**config.mk**
```make
export PLATFORM = sky130hd
export DESIGN_NAME = one_shot_timer_bank_top_flat
export DESIGN_NICKNAME = d
export VERILOG_FILES = /design/src/rtl/ostb_pkg.sv /design/src/rtl/ostb_if.sv /design/src/rtl/ostb_slot_eval.sv /design/src/rtl/one_shot_timer_bank_top.sv /design/src/flat_wrapper.sv
export SDC_FILE = /design/constraint.sdc
export NUM_CORES = 1
export LEC_CHECK = 0
export BUFFER_PORTS_ARGS = -buffer_cell sky130_fd_sc_hd__buf_2
export CORE_AREA = 2 2 186 279
export DETAILED_ROUTE_END_ITERATION = 8
export DIE_AREA = 0 0 188 281
export GPL_ROUTABILITY_DRIVEN = 1
export PLACE_DENSITY = 0.91
export SLEW_MARGIN = 20
export SYNTH_ARGS = -nofsm -noshare
export SYNTH_HDL_FRONTEND = slang
export SYNTH_SLANG_ARGS = --single-unit
```
**constraint.sdc**
```tcl
create_clock -name clk -period 13.4 [get_ports clk]
set_input_delay 2.68 -clock clk [delete_from_list [all_inputs] [get_ports clk]]
set_output_delay 2.68 -clock clk [all_outputs]
set_load 0.05 [all_outputs]
```
**src/rtl/ostb_pkg.sv**
```systemverilog
`timescale 1ns / 1ps
// ostb_pkg: constants, codes and shared types of the one-shot timer bank
// no dependencies

package ostb_pkg;

  localparam int SLOT_COUNT = 16;
  localparam int SLOT_W     = (SLOT_COUNT > 1) ? $clog2(SLOT_COUNT) : 1;

  localparam logic [8:0]  ID_LIMIT      = 9'(SLOT_COUNT);
  localparam logic [15:0] MAX_SLEEP_RST = 16'd200;

  typedef enum logic [2:0] {
    OP_SET     = 3'd0,
    OP_REFRESH = 3'd1,
    OP_STOP    = 3'd2,
    OP_QUERY   = 3'd3,
    OP_TICK    = 3'd4
  } opcode_t;

  typedef enum logic [1:0] {
    KIND_REPLY   = 2'd0,
    KIND_EVENT   = 2'd1,
    KIND_SUMMARY = 2'd2
  } kind_t;

  typedef enum logic [1:0] {
    ST_IDLE,
    ST_REPLY,
    ST_SCAN,
    ST_SUMMARY
  } state_t;

  // verdict of the shared slot comparator
  typedef struct packed {
    logic        expired;
    logic        closer;
    logic [15:0] rem_lo;
  } eval_t;

endpackage

```
**src/rtl/ostb_if.sv**
```systemverilog
`timescale 1ns / 1ps
// ostb_in_if, ostb_out_if, ostb_cfg_if: valid/ready channels of the timer bank
// no dependencies

interface ostb_in_if;
  logic        valid;
  logic        ready;
  logic [2:0]  opcode;
  logic [7:0]  timer_id;
  logic [30:0] delay_ms;
  logic        has_handler;
  logic [15:0] elapsed_ms;

  modport source (output valid, opcode, timer_id, delay_ms, has_handler, elapsed_ms,
                  input ready);
  modport sink   (input valid, opcode, timer_id, delay_ms, has_handler, elapsed_ms,
                  output ready);
endinterface

interface ostb_out_if;
  logic        valid;
  logic        ready;
  logic [1:0]  kind;
  logic [7:0]  slot;
  logic        status;
  logic        is_active;
  logic [15:0] next_wake_ms;
  logic        last;

  modport source (output valid, kind, slot, status, is_active, next_wake_ms, last,
                  input ready);
  modport sink   (input valid, kind, slot, status, is_active, next_wake_ms, last,
                  output ready);
endinterface

interface ostb_cfg_if;
  logic        valid;
  logic        ready;
  logic [15:0] max_sleep_ms;

  modport source (output valid, max_sleep_ms, input ready);
  modport sink   (input valid, max_sleep_ms, output ready);
endinterface

```
**src/rtl/ostb_slot_eval.sv**
```systemverilog
`timescale 1ns / 1ps
// ostb_slot_eval: shared subtract and compare unit used once per slot in a scan
// depends on ostb_pkg

module ostb_slot_eval (
  input  logic [31:0]     deadline,
  input  logic [31:0]     now,
  input  logic [15:0]     wake,
  output ostb_pkg::eval_t verdict
);
  import ostb_pkg::*;

  logic [31:0] rem;

  // wrapping distance to the deadline
  assign rem = deadline - now;

  always_comb begin
    verdict.expired = (rem == 32'd0) || rem[31];
    verdict.closer  = (rem[31:16] == 16'd0) && (rem[15:0] < wake);
    verdict.rem_lo  = rem[15:0];
  end

endmodule

```
**src/rtl/one_shot_timer_bank_top.sv**
```systemverilog
`timescale 1ns / 1ps
// one_shot_timer_bank_top: bank of one-shot millisecond timers with a scan sequencer
// depends on ostb_pkg, ostb_if (ostb_in_if, ostb_out_if, ostb_cfg_if), ostb_slot_eval
//
//   channel   dir  beat carries                                          ready when
//   in_ch     in   opcode, timer_id, delay_ms, has_handler, elapsed_ms    sequencer idle
//   out_ch    out  kind, slot, status, is_active, next_wake_ms, last      -
//   cfg_ch    in   max_sleep_ms                                          always
//
// a command is accepted, then its reply goes into the output register once that register is free
// a tick scans one slot a cycle through the shared comparator, then the summary;
// each expiry event needs a free output register, so a stalled sink holds the scan
// on that slot
// reset (rst_n low, synchronous) disarms all slots, clears time, restores max sleep 200
// the output register frees in the cycle its beat is taken, so no bubble is lost

module one_shot_timer_bank_top (
  input logic     clk,
  input logic     rst_n,
  ostb_in_if.sink   in_ch,
  ostb_out_if.source out_ch,
  ostb_cfg_if.sink  cfg_ch
);
  import ostb_pkg::*;

  // control state
  state_t              state_r, state_nxt;
  logic [SLOT_W-1:0]   idx_r, idx_nxt;
  logic [SLOT_COUNT-1:0] armed_r, armed_nxt;
  logic [SLOT_COUNT-1:0] handler_r, handler_nxt;
  logic [31:0]         now_r, now_nxt;
  logic [15:0]         max_sleep_r;
  logic [15:0]         wake_r, wake_nxt;

  // deadline store, its value only used while its slot is armed
  logic [31:0]         deadline_r [SLOT_COUNT];
  logic                dl_we;
  logic [SLOT_W-1:0]   dl_waddr;
  logic [31:0]         dl_wdata;
  logic [31:0]         dl_rdata_r;

  // pending command reply
  logic [7:0]          rep_slot_r, rep_slot_nxt;
  logic                rep_status_r, rep_status_nxt;
  logic                rep_active_r, rep_active_nxt;

  // output register
  logic                out_valid_r, out_valid_nxt;
  kind_t               out_kind_r, out_kind_nxt;
  logic [7:0]          out_slot_r, out_slot_nxt;
  logic                out_status_r, out_status_nxt;
  logic                out_active_r, out_active_nxt;
  logic [15:0]         out_wake_r, out_wake_nxt;
  logic                out_last_r, out_last_nxt;

  logic                in_acc;
  logic                out_free;
  logic                id_ok;
  logic [SLOT_W-1:0]   cmd_idx;
  opcode_t             op;
  eval_t               verdict;
  logic                fire;
  logic                scan_stall;
  logic                scan_end;

  assign in_ch.ready  = (state_r == ST_IDLE);
  assign cfg_ch.ready = 1'b1;
  assign in_acc       = in_ch.valid && in_ch.ready;
  assign out_free     = !out_valid_r || out_ch.ready;
  assign id_ok        = ({1'b0, in_ch.timer_id} < ID_LIMIT);
  assign cmd_idx      = in_ch.timer_id[SLOT_W-1:0];
  assign op           = opcode_t'(in_ch.opcode);

  // one slot per cycle through the shared comparator, unless a stalled sink holds the scan
  ostb_slot_eval u_eval (
    .deadline (dl_rdata_r),
    .now      (now_r),
    .wake     (wake_r),
    .verdict  (verdict)
  );

  assign fire       = armed_r[idx_r] && verdict.expired && handler_r[idx_r];
  assign scan_stall = fire && !out_free;
  assign scan_end   = (idx_r == SLOT_W'(SLOT_COUNT - 1));

  // next state
  always_comb begin
    state_nxt = state_r;
    case (state_r)
      ST_IDLE: begin
        if (in_acc) begin
          state_nxt = (op == OP_TICK) ? ST_SCAN : ST_REPLY;
        end
      end
      ST_REPLY: begin
        if (out_free) begin
          state_nxt = ST_IDLE;
        end
      end
      ST_SCAN: begin
        if (!scan_stall && scan_end) begin
          state_nxt = ST_SUMMARY;
        end
      end
      ST_SUMMARY: begin
        if (out_free) begin
          state_nxt = ST_IDLE;
        end
      end
      default: state_nxt = ST_IDLE;
    endcase
  end

  // datapath and output register control
  always_comb begin
    idx_nxt        = idx_r;
    armed_nxt      = armed_r;
    handler_nxt    = handler_r;
    now_nxt        = now_r;
    wake_nxt       = wake_r;
    dl_we          = 1'b0;
    dl_waddr       = cmd_idx;
    dl_wdata       = now_r + {1'b0, in_ch.delay_ms};
    rep_slot_nxt   = rep_slot_r;
    rep_status_nxt = rep_status_r;
    rep_active_nxt = rep_active_r;
    out_valid_nxt  = out_valid_r && !out_ch.ready;
    out_kind_nxt   = out_kind_r;
    out_slot_nxt   = out_slot_r;
    out_status_nxt = out_status_r;
    out_active_nxt = out_active_r;
    out_wake_nxt   = out_wake_r;
    out_last_nxt   = out_last_r;

    case (state_r)
      ST_IDLE: begin
        if (in_acc) begin
          rep_slot_nxt   = in_ch.timer_id;
          rep_status_nxt = 1'b0;
          rep_active_nxt = 1'b0;
          if (op == OP_TICK) begin
            now_nxt  = now_r + 32'(in_ch.elapsed_ms);
            wake_nxt = max_sleep_r;
            idx_nxt  = '0;
          end else if (!id_ok) begin
            rep_status_nxt = 1'b1;
          end else begin
            case (op)
              OP_SET: begin
                dl_we                = 1'b1;
                armed_nxt[cmd_idx]   = 1'b1;
                handler_nxt[cmd_idx] = in_ch.has_handler;
              end
              OP_REFRESH: begin
                // idle slot without handler refuses the rearm
                if (!armed_r[cmd_idx] && !handler_r[cmd_idx]) begin
                  rep_status_nxt = 1'b1;
                end else begin
                  dl_we              = 1'b1;
                  armed_nxt[cmd_idx] = 1'b1;
                end
              end
              OP_STOP: begin
                armed_nxt[cmd_idx] = 1'b0;
              end
              OP_QUERY: begin
                rep_active_nxt = armed_r[cmd_idx];
              end
              default: begin
                rep_status_nxt = 1'b1;
              end
            endcase
          end
        end
      end
      ST_REPLY: begin
        if (out_free) begin
          out_valid_nxt  = 1'b1;
          out_kind_nxt   = KIND_REPLY;
          out_slot_nxt   = rep_slot_r;
          out_status_nxt = rep_status_r;
          out_active_nxt = rep_active_r;
          out_wake_nxt   = 16'd0;
          out_last_nxt   = 1'b1;
        end
      end
      ST_SCAN: begin
        if (!scan_stall) begin
          if (armed_r[idx_r]) begin
            if (verdict.expired) begin
              armed_nxt[idx_r] = 1'b0;
            end else if (verdict.closer) begin
              wake_nxt = verdict.rem_lo;
            end
          end
          if (fire) begin
            out_valid_nxt  = 1'b1;
            out_kind_nxt   = KIND_EVENT;
            out_slot_nxt   = 8'(idx_r);
            out_status_nxt = 1'b0;
            out_active_nxt = 1'b0;
            out_wake_nxt   = 16'd0;
            out_last_nxt   = 1'b0;
          end
          if (!scan_end) begin
            idx_nxt = idx_r + 1'b1;
          end
        end
      end
      ST_SUMMARY: begin
        if (out_free) begin
          out_valid_nxt  = 1'b1;
          out_kind_nxt   = KIND_SUMMARY;
          out_slot_nxt   = 8'd0;
          out_status_nxt = 1'b0;
          out_active_nxt = 1'b0;
          out_wake_nxt   = wake_r;
          out_last_nxt   = 1'b1;
        end
      end
      default: begin
        out_valid_nxt = 1'b0;
      end
    endcase
  end

  // control registers
  always_ff @(posedge clk) begin
    if (!rst_n) begin
      state_r     <= ST_IDLE;
      idx_r       <= '0;
      armed_r     <= '0;
      handler_r   <= '0;
      now_r       <= 32'd0;
      max_sleep_r <= MAX_SLEEP_RST;
      out_valid_r <= 1'b0;
    end else begin
      state_r     <= state_nxt;
      idx_r       <= idx_nxt;
      armed_r     <= armed_nxt;
      handler_r   <= handler_nxt;
      now_r       <= now_nxt;
      out_valid_r <= out_valid_nxt;
      if (cfg_ch.valid && cfg_ch.ready) begin
        max_sleep_r <= cfg_ch.max_sleep_ms;
      end
    end
  end

  // payload registers
  always_ff @(posedge clk) begin
    wake_r       <= wake_nxt;
    rep_slot_r   <= rep_slot_nxt;
    rep_status_r <= rep_status_nxt;
    rep_active_r <= rep_active_nxt;
    out_kind_r   <= out_kind_nxt;
    out_slot_r   <= out_slot_nxt;
    out_status_r <= out_status_nxt;
    out_active_r <= out_active_nxt;
    out_wake_r   <= out_wake_nxt;
    out_last_r   <= out_last_nxt;
  end

  // deadline store; registered read addressed one step ahead, so the comparator
  // always sees the slot under idx_r (no writes happen during a scan)
  always_ff @(posedge clk) begin
    if (dl_we) begin
      deadline_r[dl_waddr] <= dl_wdata;
    end
    dl_rdata_r <= deadline_r[idx_nxt];
  end

  assign out_ch.valid        = out_valid_r;
  assign out_ch.kind         = out_kind_r;
  assign out_ch.slot         = out_slot_r;
  assign out_ch.status       = out_status_r;
  assign out_ch.is_active    = out_active_r;
  assign out_ch.next_wake_ms = out_wake_r;
  assign out_ch.last         = out_last_r;

  // a tick always starts its scan at the first slot
  a_tick_starts_scan: assert property (@(posedge clk) disable iff (!rst_n)
    (in_acc && op == OP_TICK) |=> (state_r == ST_SCAN && idx_r == '0))
    else $error("tick did not start scan at slot zero");

  // an expired slot is disarmed once the scan moves past it
  a_expired_disarmed: assert property (@(posedge clk) disable iff (!rst_n)
    (state_r == ST_SCAN && !scan_stall && armed_r[idx_r] && verdict.expired)
    |=> !armed_r[$past(idx_r)])
    else $error("expired slot still armed after scan step");

  // expiry events never close a tick's burst
  a_event_not_last: assert property (@(posedge clk) disable iff (!rst_n)
    (out_valid_r && out_kind_r == KIND_EVENT) |-> !out_last_r)
    else $error("expiry event flagged as last beat");

endmodule

```
**src/flat_wrapper.sv**
```systemverilog
// flat-port wrapper written by rule: the top's interface ports become plain ports
module one_shot_timer_bank_top_flat import ostb_pkg::*;
  (clk, rst_n, in_ch_valid, in_ch_opcode, in_ch_timer_id, in_ch_delay_ms, in_ch_has_handler, in_ch_elapsed_ms, in_ch_ready, out_ch_valid, out_ch_kind, out_ch_slot, out_ch_status, out_ch_is_active, out_ch_next_wake_ms, out_ch_last, out_ch_ready, cfg_ch_valid, cfg_ch_max_sleep_ms, cfg_ch_ready);
  ostb_in_if in_ch_i ();
  ostb_out_if out_ch_i ();
  ostb_cfg_if cfg_ch_i ();
  input logic clk;
  input logic rst_n;
  input wire logic [$bits(in_ch_i.valid)-1:0] in_ch_valid;
  input wire logic [$bits(in_ch_i.opcode)-1:0] in_ch_opcode;
  input wire logic [$bits(in_ch_i.timer_id)-1:0] in_ch_timer_id;
  input wire logic [$bits(in_ch_i.delay_ms)-1:0] in_ch_delay_ms;
  input wire logic [$bits(in_ch_i.has_handler)-1:0] in_ch_has_handler;
  input wire logic [$bits(in_ch_i.elapsed_ms)-1:0] in_ch_elapsed_ms;
  output wire logic [$bits(in_ch_i.ready)-1:0] in_ch_ready;
  output wire logic [$bits(out_ch_i.valid)-1:0] out_ch_valid;
  output wire logic [$bits(out_ch_i.kind)-1:0] out_ch_kind;
  output wire logic [$bits(out_ch_i.slot)-1:0] out_ch_slot;
  output wire logic [$bits(out_ch_i.status)-1:0] out_ch_status;
  output wire logic [$bits(out_ch_i.is_active)-1:0] out_ch_is_active;
  output wire logic [$bits(out_ch_i.next_wake_ms)-1:0] out_ch_next_wake_ms;
  output wire logic [$bits(out_ch_i.last)-1:0] out_ch_last;
  input wire logic [$bits(out_ch_i.ready)-1:0] out_ch_ready;
  input wire logic [$bits(cfg_ch_i.valid)-1:0] cfg_ch_valid;
  input wire logic [$bits(cfg_ch_i.max_sleep_ms)-1:0] cfg_ch_max_sleep_ms;
  output wire logic [$bits(cfg_ch_i.ready)-1:0] cfg_ch_ready;
  assign in_ch_i.valid = in_ch_valid;
  assign in_ch_i.opcode = in_ch_opcode;
  assign in_ch_i.timer_id = in_ch_timer_id;
  assign in_ch_i.delay_ms = in_ch_delay_ms;
  assign in_ch_i.has_handler = in_ch_has_handler;
  assign in_ch_i.elapsed_ms = in_ch_elapsed_ms;
  assign in_ch_ready = in_ch_i.ready;
  assign out_ch_valid = out_ch_i.valid;
  assign out_ch_kind = out_ch_i.kind;
  assign out_ch_slot = out_ch_i.slot;
  assign out_ch_status = out_ch_i.status;
  assign out_ch_is_active = out_ch_i.is_active;
  assign out_ch_next_wake_ms = out_ch_i.next_wake_ms;
  assign out_ch_last = out_ch_i.last;
  assign out_ch_i.ready = out_ch_ready;
  assign cfg_ch_i.valid = cfg_ch_valid;
  assign cfg_ch_i.max_sleep_ms = cfg_ch_max_sleep_ms;
  assign cfg_ch_ready = cfg_ch_i.ready;
  one_shot_timer_bank_top u_core (.clk(clk), .rst_n(rst_n), .in_ch(in_ch_i), .out_ch(out_ch_i), .cfg_ch(cfg_ch_i));
endmodule
```
# --- After elaboration in Yosys (flattened, before gate mapping) ---
# Memories as Yosys holds them, arrays and structs flattened. A register that Yosys moved wholly into a read port is not among the register bits.
# Cells that the tools add are included.
classes:
  n_addsub: 4
  n_lt_le_gt_ge: 6
  n_eq_ne: 24
  mux: 77
  n_bitwise: 8
  n_reduce_logical: 36
ops:
  columns: ["op", "count"]
  rows:
  - ["$mux 16", 17]
  - ["$pmux 16 s3", 2]
  - ["$pmux 16 s2", 2]
  - ["$add 32x16->32", 1]
  - ["$add 32x31->32", 1]
  - ["$and 16x16->16", 2]
  - ["$logic_not 32->1", 1]
  - ["$mux 8", 4]
  - ["$not 16->16", 2]
  - ["$sub 32x32->32", 1]
  - ["$mux 1", 24]
  - ["$pmux 8 s3", 1]
  - ["$bmux 1 s4", 4]
  - ["$bwmux 16", 1]
  - ["$logic_not 16->1", 1]
  - ["$lt 16x16->1", 1]
  - ["$mux 4", 4]
  - ["$or 16x16->16", 1]
  - ["$mux 2", 7]
  - ["$ne 2x1->1 const B", 7]
  - ["$ne 2x2->1 const B", 7]
  - ["$pmux 2 s3", 2]
  - ["$logic_and 1x1->1", 10]
  - ["$lt 4x5->1 const B", 2]
  - ["other kinds (30)", 50]
word_totals:
  ff_bits: 142
  ramBits: 512
  inputBits: 80
  wordCells: 173
  n_memories: 1
memory_table:
  columns: ["memory", "words", "word_bits", "rd", "rd_clocked_by_memory_dff", "wr", "line", "source"]
  rows:
  - ["u_core.deadline_r", 16, 32, 1, 1, 1, "one_shot_timer_bank_top.sv:36", "logic [31:0] deadline_r [SLOT_COUNT];"]

# --- Longest topological paths before layout ---
# Gate-level depths: netlist of the first run.
logic_depth:
  word_depth: 12
  mapped_depth: 22
  depth_no_buf: 20

# --- Modules after synthesis ---
# Synthesis of the first run repeated with hierarchy kept, for this count alone.
hier_totals:
  cells_unflattened: 2562
  area_unflattened_um2: 32130.8
by_module_without_submodules:
  columns: ["module", "n_inst", "cells_each", "area_each_um2", "seq_area_each_um2"]
  rows:
  - ["one_shot_timer_bank_top", 1, 2216, 29711.0, 19408.6]
  - ["ostb_slot_eval", 1, 346, 2419.8, 0.0]

# --- Worst setup path before layout of the first run ---
# Ideal clock, no wire load.
synth_timing:
  kind: "in2reg"
  start: "in in_ch_timer_id[0]"
  end: "mem u_core.deadline_r[10][0], enable pin"
  arrival_time_ns: 6.692
  required_time_ns: 12.939
  path_slack_ns: 6.247
  stages: 9
  n_path_buf: 3
  path_cell_list: "clkbuf_1 -> clkbuf_1 -> mux4_2 -> mux4_2 -> nor2_1 -> nand2_1 -> nand4_1 -> clkbuf_1 -> nor3_1"
synth_between:
  elab_chain_cells: 12
  elab_cells_between_ends: 16
  cone_classes: "order compare: 1; mux: 12; reduce/logical: 3"
synth_lines:
  columns: ["item", "line", "source"]
  rows:
  - ["from (decl)", "flat_wrapper.sv:11", "input wire logic [$bits(in_ch_i.timer_id)-1:0] in_ch_timer_id;"]
  - ["$bmux 1 s4", "one_shot_timer_bank_top.sv:156", "if (!armed_r[cmd_idx] && !handler_r[cmd_idx]) begin"]
  - ["$mux 1 (not written as such)", "one_shot_timer_bank_top.sv:156", null]
  - ["$logic_not 1->1", "one_shot_timer_bank_top.sv:156", null]
  - ["$logic_and 1x1->1", "one_shot_timer_bank_top.sv:156", null]
  - ["$mux 1", "one_shot_timer_bank_top.sv:156", null]
  - ["$pmux 1 s2", "one_shot_timer_bank_top.sv:148", "case (op)"]
  - ["$mux 1", "one_shot_timer_bank_top.sv:145", "end else if (!id_ok) begin"]
  - ["$mux 1", "one_shot_timer_bank_top.sv:141", "if (op == OP_TICK) begin"]
  - ["$mux 1", "one_shot_timer_bank_top.sv:137", "if (in_acc) begin"]
  - ["$mux 1", "one_shot_timer_bank_top.sv:135", "case (state_r)"]
  - ["$mux 1", "one_shot_timer_bank_top.sv:267", "if (dl_we) begin"]
  - ["$mux 1 (not written as such)", "one_shot_timer_bank_top.sv:268", "deadline_r[dl_waddr] <= dl_wdata;"]
  - ["to (decl)", "one_shot_timer_bank_top.sv:36", null]
# Parallel ways exist; a longest one is shown, timed or not. The select of a mux whose other input is x is not followed.

# --- Worst setup path in the final report of the first run ---
layout_timing:
  start: "reg u_core.dl_rdata_r[13], read port of u_core.deadline_r"
  end: "reg u_core.dl_rdata_r[2], read port of u_core.deadline_r"
layout_between:
  elab_chain_cells: 8
layout_lines:
  columns: ["item", "line", "source"]
  rows:
  - ["from (decl)", "one_shot_timer_bank_top.sv:40", "logic [31:0] dl_rdata_r;"]
  - ["$sub 32x32->32 *", "ostb_slot_eval.sv:16", "assign rem = deadline - now;"]
  - ["$logic_not 32->1", "ostb_slot_eval.sv:19", "verdict.expired = (rem == 32'd0) || rem[31];"]
  - ["$logic_or 1x1->1 *", "ostb_slot_eval.sv:19", null]
  - ["$logic_and 1x1->1 * (2 in series)", "one_shot_timer_bank_top.sv:82", "assign fire = armed_r[idx_r] && verdict.expired && handler_r[idx_r];"]
  - ["$logic_and 1x1->1 *", "one_shot_timer_bank_top.sv:83", "assign scan_stall = fire && !out_free;"]
  - ["$mux 4 *", "one_shot_timer_bank_top.sv:188", "if (!scan_stall) begin"]
  - ["$pmux 4 s2 *", "one_shot_timer_bank_top.sv:135", null]
# Every way passes the cells marked *; elsewhere a longest branch is shown, timed or not.
# A chain may end at the register's enable or synchronous reset.

==> flow_summary.ini, run 1 <==
[worst_setup_path]
r2r_start = u_core.dl_rdata_r[13]
r2r_setup_slack_ns = 6.10
crit_fanout = 66
cp-start-kind = flip-flop
end_kind = flip-flop
startpoint = u_core.dl_rdata_r[13]
arrival_ns = 7.80
rr_worst_depth = 17
worstSetupPathType = reg -> reg
rr_endpoint = u_core.dl_rdata_r[2]
cp.required_ns = 13.90
endpoint = u_core.dl_rdata_r[2]

[clocking]
clk_latency_ns = 0.63
clk_path_buf_depth = 3
postCtsSetupRepairBufs = 0
htreeDepth = 2
holdBufCountCts = 0
cts_tree = done
numClockSinks = 686
cts_root_buf = clkbuf_16
cts.reportedPaths.clkPinSlew_ns = 0.07
cts_resized = 0
numCtsBuffers = 57

[die]
ios = 112
dieArea_sq_mm = 0.0528
die_w_um = 188
rows = 101
coreArea_sq_mm = 0.0504
start_util = 0.643
die_h_um = 281

[route]
dr.pass1.iters = 6
vias = 23763
dr.first_iter.drc_count = 3183
routed_wl_um = 93800
drc = 0
via_per_inst = 7.21
drt-wirelength-per-cell_um = 28.5
ant_nets = 0

[global_routing]
grt_overflow_total = 0
track_usage = 0.350
grt_antenna_before_repair = 1
grt_pass1_wl_um = 140000
first_global_vias = 24474
grt_max_degree = 80

[timing]
tightest_slew_ns = 1.21
skew_ns = 0.0460
fin_crit_sh = 0.545
setup_viol = 0
relSlewSlack = 0.193
whs_ns = 0.480
drv_slew = 0
final-hold-violation-count = 0
rsz0062_at_grt = false
fmax_mhz = 137
setup_tns_ns = 0
period_minus_slack_ns = 7.30

[logic_synthesis]
syn_nets = 2692
ys_ff_latch = 686
syn_inst = 2512
syn_area_sq_mm = 0.0324
ys.warnings.count = 0
synth_edf_count = 567
synth_ff_type = edfxtp_1
avgSynthCellArea_sq_um = 12.9
async_reset_ff_frac = 0
seq_area_frac_synth = 0.599
yosys.cell_types.count = 85

[placed_design]
hpwlAfterDp_um = 54600
placed_area_sq_mm = 0.0337
gp_congestion = 0.973
io_buffers = 110

[layout]
area_growth_pct = 10.4
nFillCells = 2929
stdcell_area_sq_mm = 0.0358
regArea_sq_mm = 0.0194
nNetsFinal = 2756
drive_gt1_frac = 0.150
multi_input_area_sq_mm = 0.0124

[power_and_ir_drop]
leakage_nw = 12.5
peakVddDrop_mv = 0.0975
cellPowerDensity_mw_per_mm2 = 125

[status]
outcome = complete, no violations

[run]
cap_violations = 0

[min_path]
min_path_type = reg -> reg
==> worst min path at each step <==
stage	end	from	slack (ns)	cells past startpoint
2_1_floorplan	u_core.max_sleep_r[3]	u_core.max_sleep_r[3]	0.44	2
3_5_place_dp	u_core.handler_r[10]	u_core.handler_r[10]	0.47	2
4_1_cts	u_core.handler_r[10]	u_core.handler_r[10]	0.48	2
3_3_place_gp	u_core.handler_r[6]	u_core.handler_r[6]	0.45	2
6_report	u_core.handler_r[13]	u_core.handler_r[13]	0.48	2
5_1_grt	u_core.handler_r[10]	u_core.handler_r[10]	0.49	2
==> per-stage QoR <==
stage,setup slack (ns),util,power (W),instances
2_1_floorplan,6.25,-,0.00263,2512
3_3_place_gp,6.16,0.668,0.00271,3186
3_5_place_dp,5.91,0.668,0.00273,3186
4_1_cts,6.23,0.707,0.00444,3294
5_1_grt,5.75,0.710,0.00455,3294
6_report,6.10,0.710,0.00446,3296
==> report_power, final <==
part	switching (W)	internal, W	leakage, nW
Sequential	0.0000140	0.00234	6.05
Clock	0.000787	0.000960	0.950
Combinational	0.000239	0.000112	5.52
==> flip-flops by register name, summed over array words and instances (netlist names), 2 cells and up, named ones only <==
signal and cells:
u_core.handler_r 16, u_core.deadline_r 512, u_core.out_ch.kind 2, u_core.now_r 32
u_core.max_sleep_r 16, u_core.dl_rdata_r 32, u_core.out_ch.slot 8, u_core.rep_slot_r 8
u_core.idx_r 4, u_core.state_r 2, u_core.wake_r 16, u_core.out_ch.next_wake_ms 16
==> worst max-delay path, stage by stage (launching register included) <==
cell and delay [ns]:
dfxtp_1 0.37, ha_1 0.43, and2_1 0.31, and3_1 0.24, a221oi_1 0.65, o211ai_1 0.34, o21ai_1 0.33, xnor2_1 0.18
nor4_2 0.08, and4_4 0.23, a21o_4 0.25, nor2_4 0.11, buf_4 0.68, a22o_4 0.73, buf_4 0.96, mux4_2 0.62
a22o_1 0.24, or3_1 0.32
==> area by class of cell <==
class / instances / area share
timing repair buffer: 151 / 0.0240
clock inverter: 39 / 0.0121
sequential: 686 / 0.542
multi-input combinational: 1595 / 0.346
inverter: 85 / 0.00892
clock buffer: 69 / 0.0428
antenna: 2 / 0.000140
tap: 669 / 0.0234
==> per-layer routing <==
| metal | track usage | wire (um) |
|---|---|---|
| met1 | 0.398 | 29100 |
| met3 | 0.0758 | 11500 |
| met2 | 0.585 | 45800 |
| met4 | 0.254 | 7310 |
| met5 | 0 | 12 |
==> cell families (layout without fill, tap and decap cells) <==
| kind of cell | after synthesis | after routing | synth area share |
|---|---|---|---|
| AOI/OAI and AO/OA | 564 | 564 | 0.121 |
| DFF | 686 | 686 | 0.599 |
| muxes | 228 | 228 | 0.102 |
| xor gates and xnor gates | 64 | 64 | 0.0173 |
| and+or+nand+nor | 638 | 638 | 0.0926 |
| other | 1 | 3 | 0.000116 |
| buffers and inverters | 231 | 344 | 0.0289 |
| adders and majority gates | 100 | 100 | 0.0393 |
==> synth_stat cells, drive strengths merged, types with 6 or more instances <==
library cell / count / area [sq um]
edfxtp: 567 / 17000
nand2: 278 / 1040
mux2i: 146 / 1460
a21oi: 143 / 731
dfxtp: 119 / 2380
clkbuf: 105 / 394
nor2: 101 / 382
ha: 97 / 1210
o21ai: 87 / 439
inv: 85 / 319
mux4: 82 / 1850
a221oi: 62 / 543
a211o: 60 / 526
xnor2: 51 / 447
or3: 47 / 294
nand3: 46 / 230
buf: 41 / 224
nor3: 40 / 200
o22ai: 35 / 219
a22o: 34 / 298
and3: 29 / 181
nor2b: 25 / 156
a21o: 23 / 180
o21a: 21 / 158
a22oi: 16 / 125
and2: 16 / 100
xor2: 13 / 114
nand4: 12 / 75.1
nor4: 11 / 81.3
nand2b: 10 / 62.6
a211oi: 8 / 60.1
a21boi: 8 / 60.1
a31oi: 7 / 43.8
nor3b: 6 / 50.1
o211ai: 6 / 45.0
==> cells in the final DEF (no fill, tap or decap), types with 30 or more instances in the layout <==
cell type / Yosys / routed
edfxtp_1: 567 / 567
nand2_1: 278 / 277
mux2i_1: 146 / 145
a21oi_1: 141 / 138
dfxtp_1: 119 / 118
buf_2: 17 / 110
nor2_1: 100 / 98
ha_1: 97 / 97
inv_1: 84 / 83
mux4_2: 82 / 82
o21ai_0: 80 / 80
a221oi_1: 62 / 62
a211o_1: 60 / 60
clkbuf_16: 0 / 58
nand3_1: 46 / 46
or3_1: 47 / 45
buf_4: 3 / 41
xnor2_1: 51 / 35
o22ai_1: 35 / 35
a22o_1: 34 / 33
nor3_1: 40 / 30
(Power assumes the default switching activity.)
==> run 2, diff against run 1 <==
CORE_AREA = 2 2 190 286   (was 2 2 186 279)
DIE_AREA = 0 0 192 288   (was 0 0 188 281)
PLACE_DENSITY = 0.88   (was 0.91)
clock period = 6.87 ns   (was 13.4 ns; I/O delays follow)
==> flow_summary.ini, run 2 (synthesis gave the netlist of run 1 again) <==
[status]
outcome = complete, no violations

[route]
dr.pass1.iters = 8
via_per_inst = 7.02
dr.first_iter.drc_count = 2798
routed_wl_um = 89300
drc = 0
vias = 23294
drt-wirelength-per-cell_um = 26.9
ant_nets = 0

[global_routing]
grt_overflow_total = 0
first_global_vias = 23413
grt_pass1_wl_um = 133000
track_usage = 0.318
grt_antenna_before_repair = 0
grt_max_degree = 99

[layout]
mostFrequentLayoutCell = edfxtp_1
reg.largest.list = u_core.deadline_r x512, u_core.dl_rdata_r x32, u_core.now_r x32
final_cell_mix = edfxtp_1 (567), nand2_1 (277), mux2i_1 (145)
drive_gt1_frac = 0.155
antenna_cells = 0
top_register = u_core.deadline_r
area_growth_pct = 10.8
largest_reg_flops = 512
stdcell_area_sq_mm = 0.0359
nNetsFinal = 2762

[worst_setup_path]
end_kind = flip-flop
worstSetupPathType = in -> reg
r2r_start = u_core.now_r[0]
arrival_ns = 6.58
rr_worst_depth = 18
cp.required_ns = 7.11
r2r_setup_slack_ns = 0.55
cp-start-kind = input pin
crit_fanout = 16
rr_endpoint = u_core.dl_rdata_r[24]

[clocking]
clk_path_buf_depth = 3
holdBufCountCts = 0
cts_resized = 0
htreeDepth = 2
cts.reportedPaths.clkPinSlew_ns = 0.07
numCtsBuffers = 57
cts_tree = done
numClockSinks = 686
cts_root_buf = clkbuf_16
clk_latency_ns = 0.62
postCtsSetupRepairBufs = 0

[placed_design]
placed_area_sq_mm = 0.0338
io_buffers = 110
hpwlAfterDp_um = 54400
gp_congestion = 0.997
pre_cts_slack_ns = 0.699

[min_path]
min_to = u_core.handler_r[4]
worstHoldPathCells = 2
min_path_type = reg -> reg
hp-start = u_core.handler_r[4]

[timing]
period_minus_slack_ns = 6.34
skew_ns = 0.0280
rsz0062_at_grt = false
setup_slack_ns = 0.529
whs_ns = 0.478
drv_slew = 0
final-hold-violation-count = 0
setup_viol = 0
relSlewSlack = 0.226
fin_crit_sh = 0.923
tightest_slew_ns = 1.16
fmax_mhz = 158
setup_tns_ns = 0

[power_and_ir_drop]
p_clk_frac = 0.393
pwr-share-comb = 0.078
power.switching_w = 0.00202
internal_power_w = 0.00668
cellPowerDensity_mw_per_mm2 = 242
seq_power_share = 0.529
peakVddDrop_mv = 0.273
swShare = 0.232
leakage_nw = 12.6

[die]
die_h_um = 288
start_util = 0.611
die_w_um = 192
rows = 104
ios = 112
coreArea_sq_mm = 0.0531
dieArea_sq_mm = 0.0553

[run]
cap_violations = 0
## run 2: cell types whose count changed in the layout (fill, tap and decap cells not counted), sizes merged
| cell | before | now |
|---|---|---|
| clkinv | 21 | 24 |
| clkinvlp | 6 | 9 |
| diode | 2 | 0 |
| clkbuf | 69 | 66 |
| buf | 151 | 157 |
| inv | 90 | 86 |
## run 2: metal layers
metal | up-vias | track usage | part of all wire
li1 | 9794 | - | -
met1 | 11250 | 0.373 | 0.33
met2 | 1768 | 0.535 | 0.49
met3 | 480 | 0.0519 | 0.11
met4 | 2 | 0.212 | 0.073
met5 | - | 0.0179 | 0.0015
## run 2: per-stage QoR
| stage | power, W | utilization | std cells |
|---|---|---|---|
| after detailed placement | 0.00533 | 0.636 | 3212 |
| after global placement | 0.00530 | 0.636 | 3212 |
| after CTS | 0.00867 | 0.674 | 3319 |
| after global routing | 0.00890 | 0.677 | 3319 |
| final | 0.00870 | 0.677 | 3319 |
| after floorplan | 0.00513 | - | 2512 |
## run 2: cell type report
class / count / area, sq um
inverter: 85 / 319
clock inverter: 41 / 442
timing repair buffer: 157 / 941
clock buffer: 66 / 1540
tap: 689 / 862
multi-input combinational: 1595 / 12400
sequential: 686 / 19400
fill: 3370 / 17200
## run 2: worst max-delay path, stage by stage
cell      delay (ns)
buf_2           0.10
ha_1            0.28
a21o_1          0.18
a21oi_1         0.29
nor2b_1         0.12
o31a_1          0.35
a21o_1          0.25
o21ai_0         0.47
o21ai_0         0.35
o21ba_2         0.33
a41o_1          0.26
nor4_1          0.29
o41ai_1         0.22
a21boi_0        0.47
a21oi_1         0.29
xor2_1          0.93
## run 2: worst max path at each step
stage / startpoint / endpoint / cells past startpoint / slack, ns
finish: in_ch_delay_ms[1] / u_core.deadline_r[14][31] / 16 / 0.53
floorplan: in_ch_timer_id[0] / u_core.deadline_r[10][0] / 9 / 1.02
global placement: u_core.now_r[0] / u_core.dl_rdata_r[27] / 18 / 0.92
CTS: u_core.now_r[0] / u_core.dl_rdata_r[24] / 18 / 0.63
global route: in_ch_delay_ms[1] / u_core.deadline_r[15][31] / 16 / 0.21
detailed placement: u_core.now_r[0] / u_core.dl_rdata_r[21] / 18 / 0.70
## run 2: power by group through the flow
stage / Clock, W / Sequential [W] / Combinational (W)
floorplan: 0 / 0.00473 / 0.000402
global placement: 0 / 0.00469 / 0.000609
detailed placement: 0 / 0.00469 / 0.000642
CTS: 0.00343 / 0.00460 / 0.000649
global route: 0.00358 / 0.00460 / 0.000720
finish: 0.00342 / 0.00460 / 0.000677
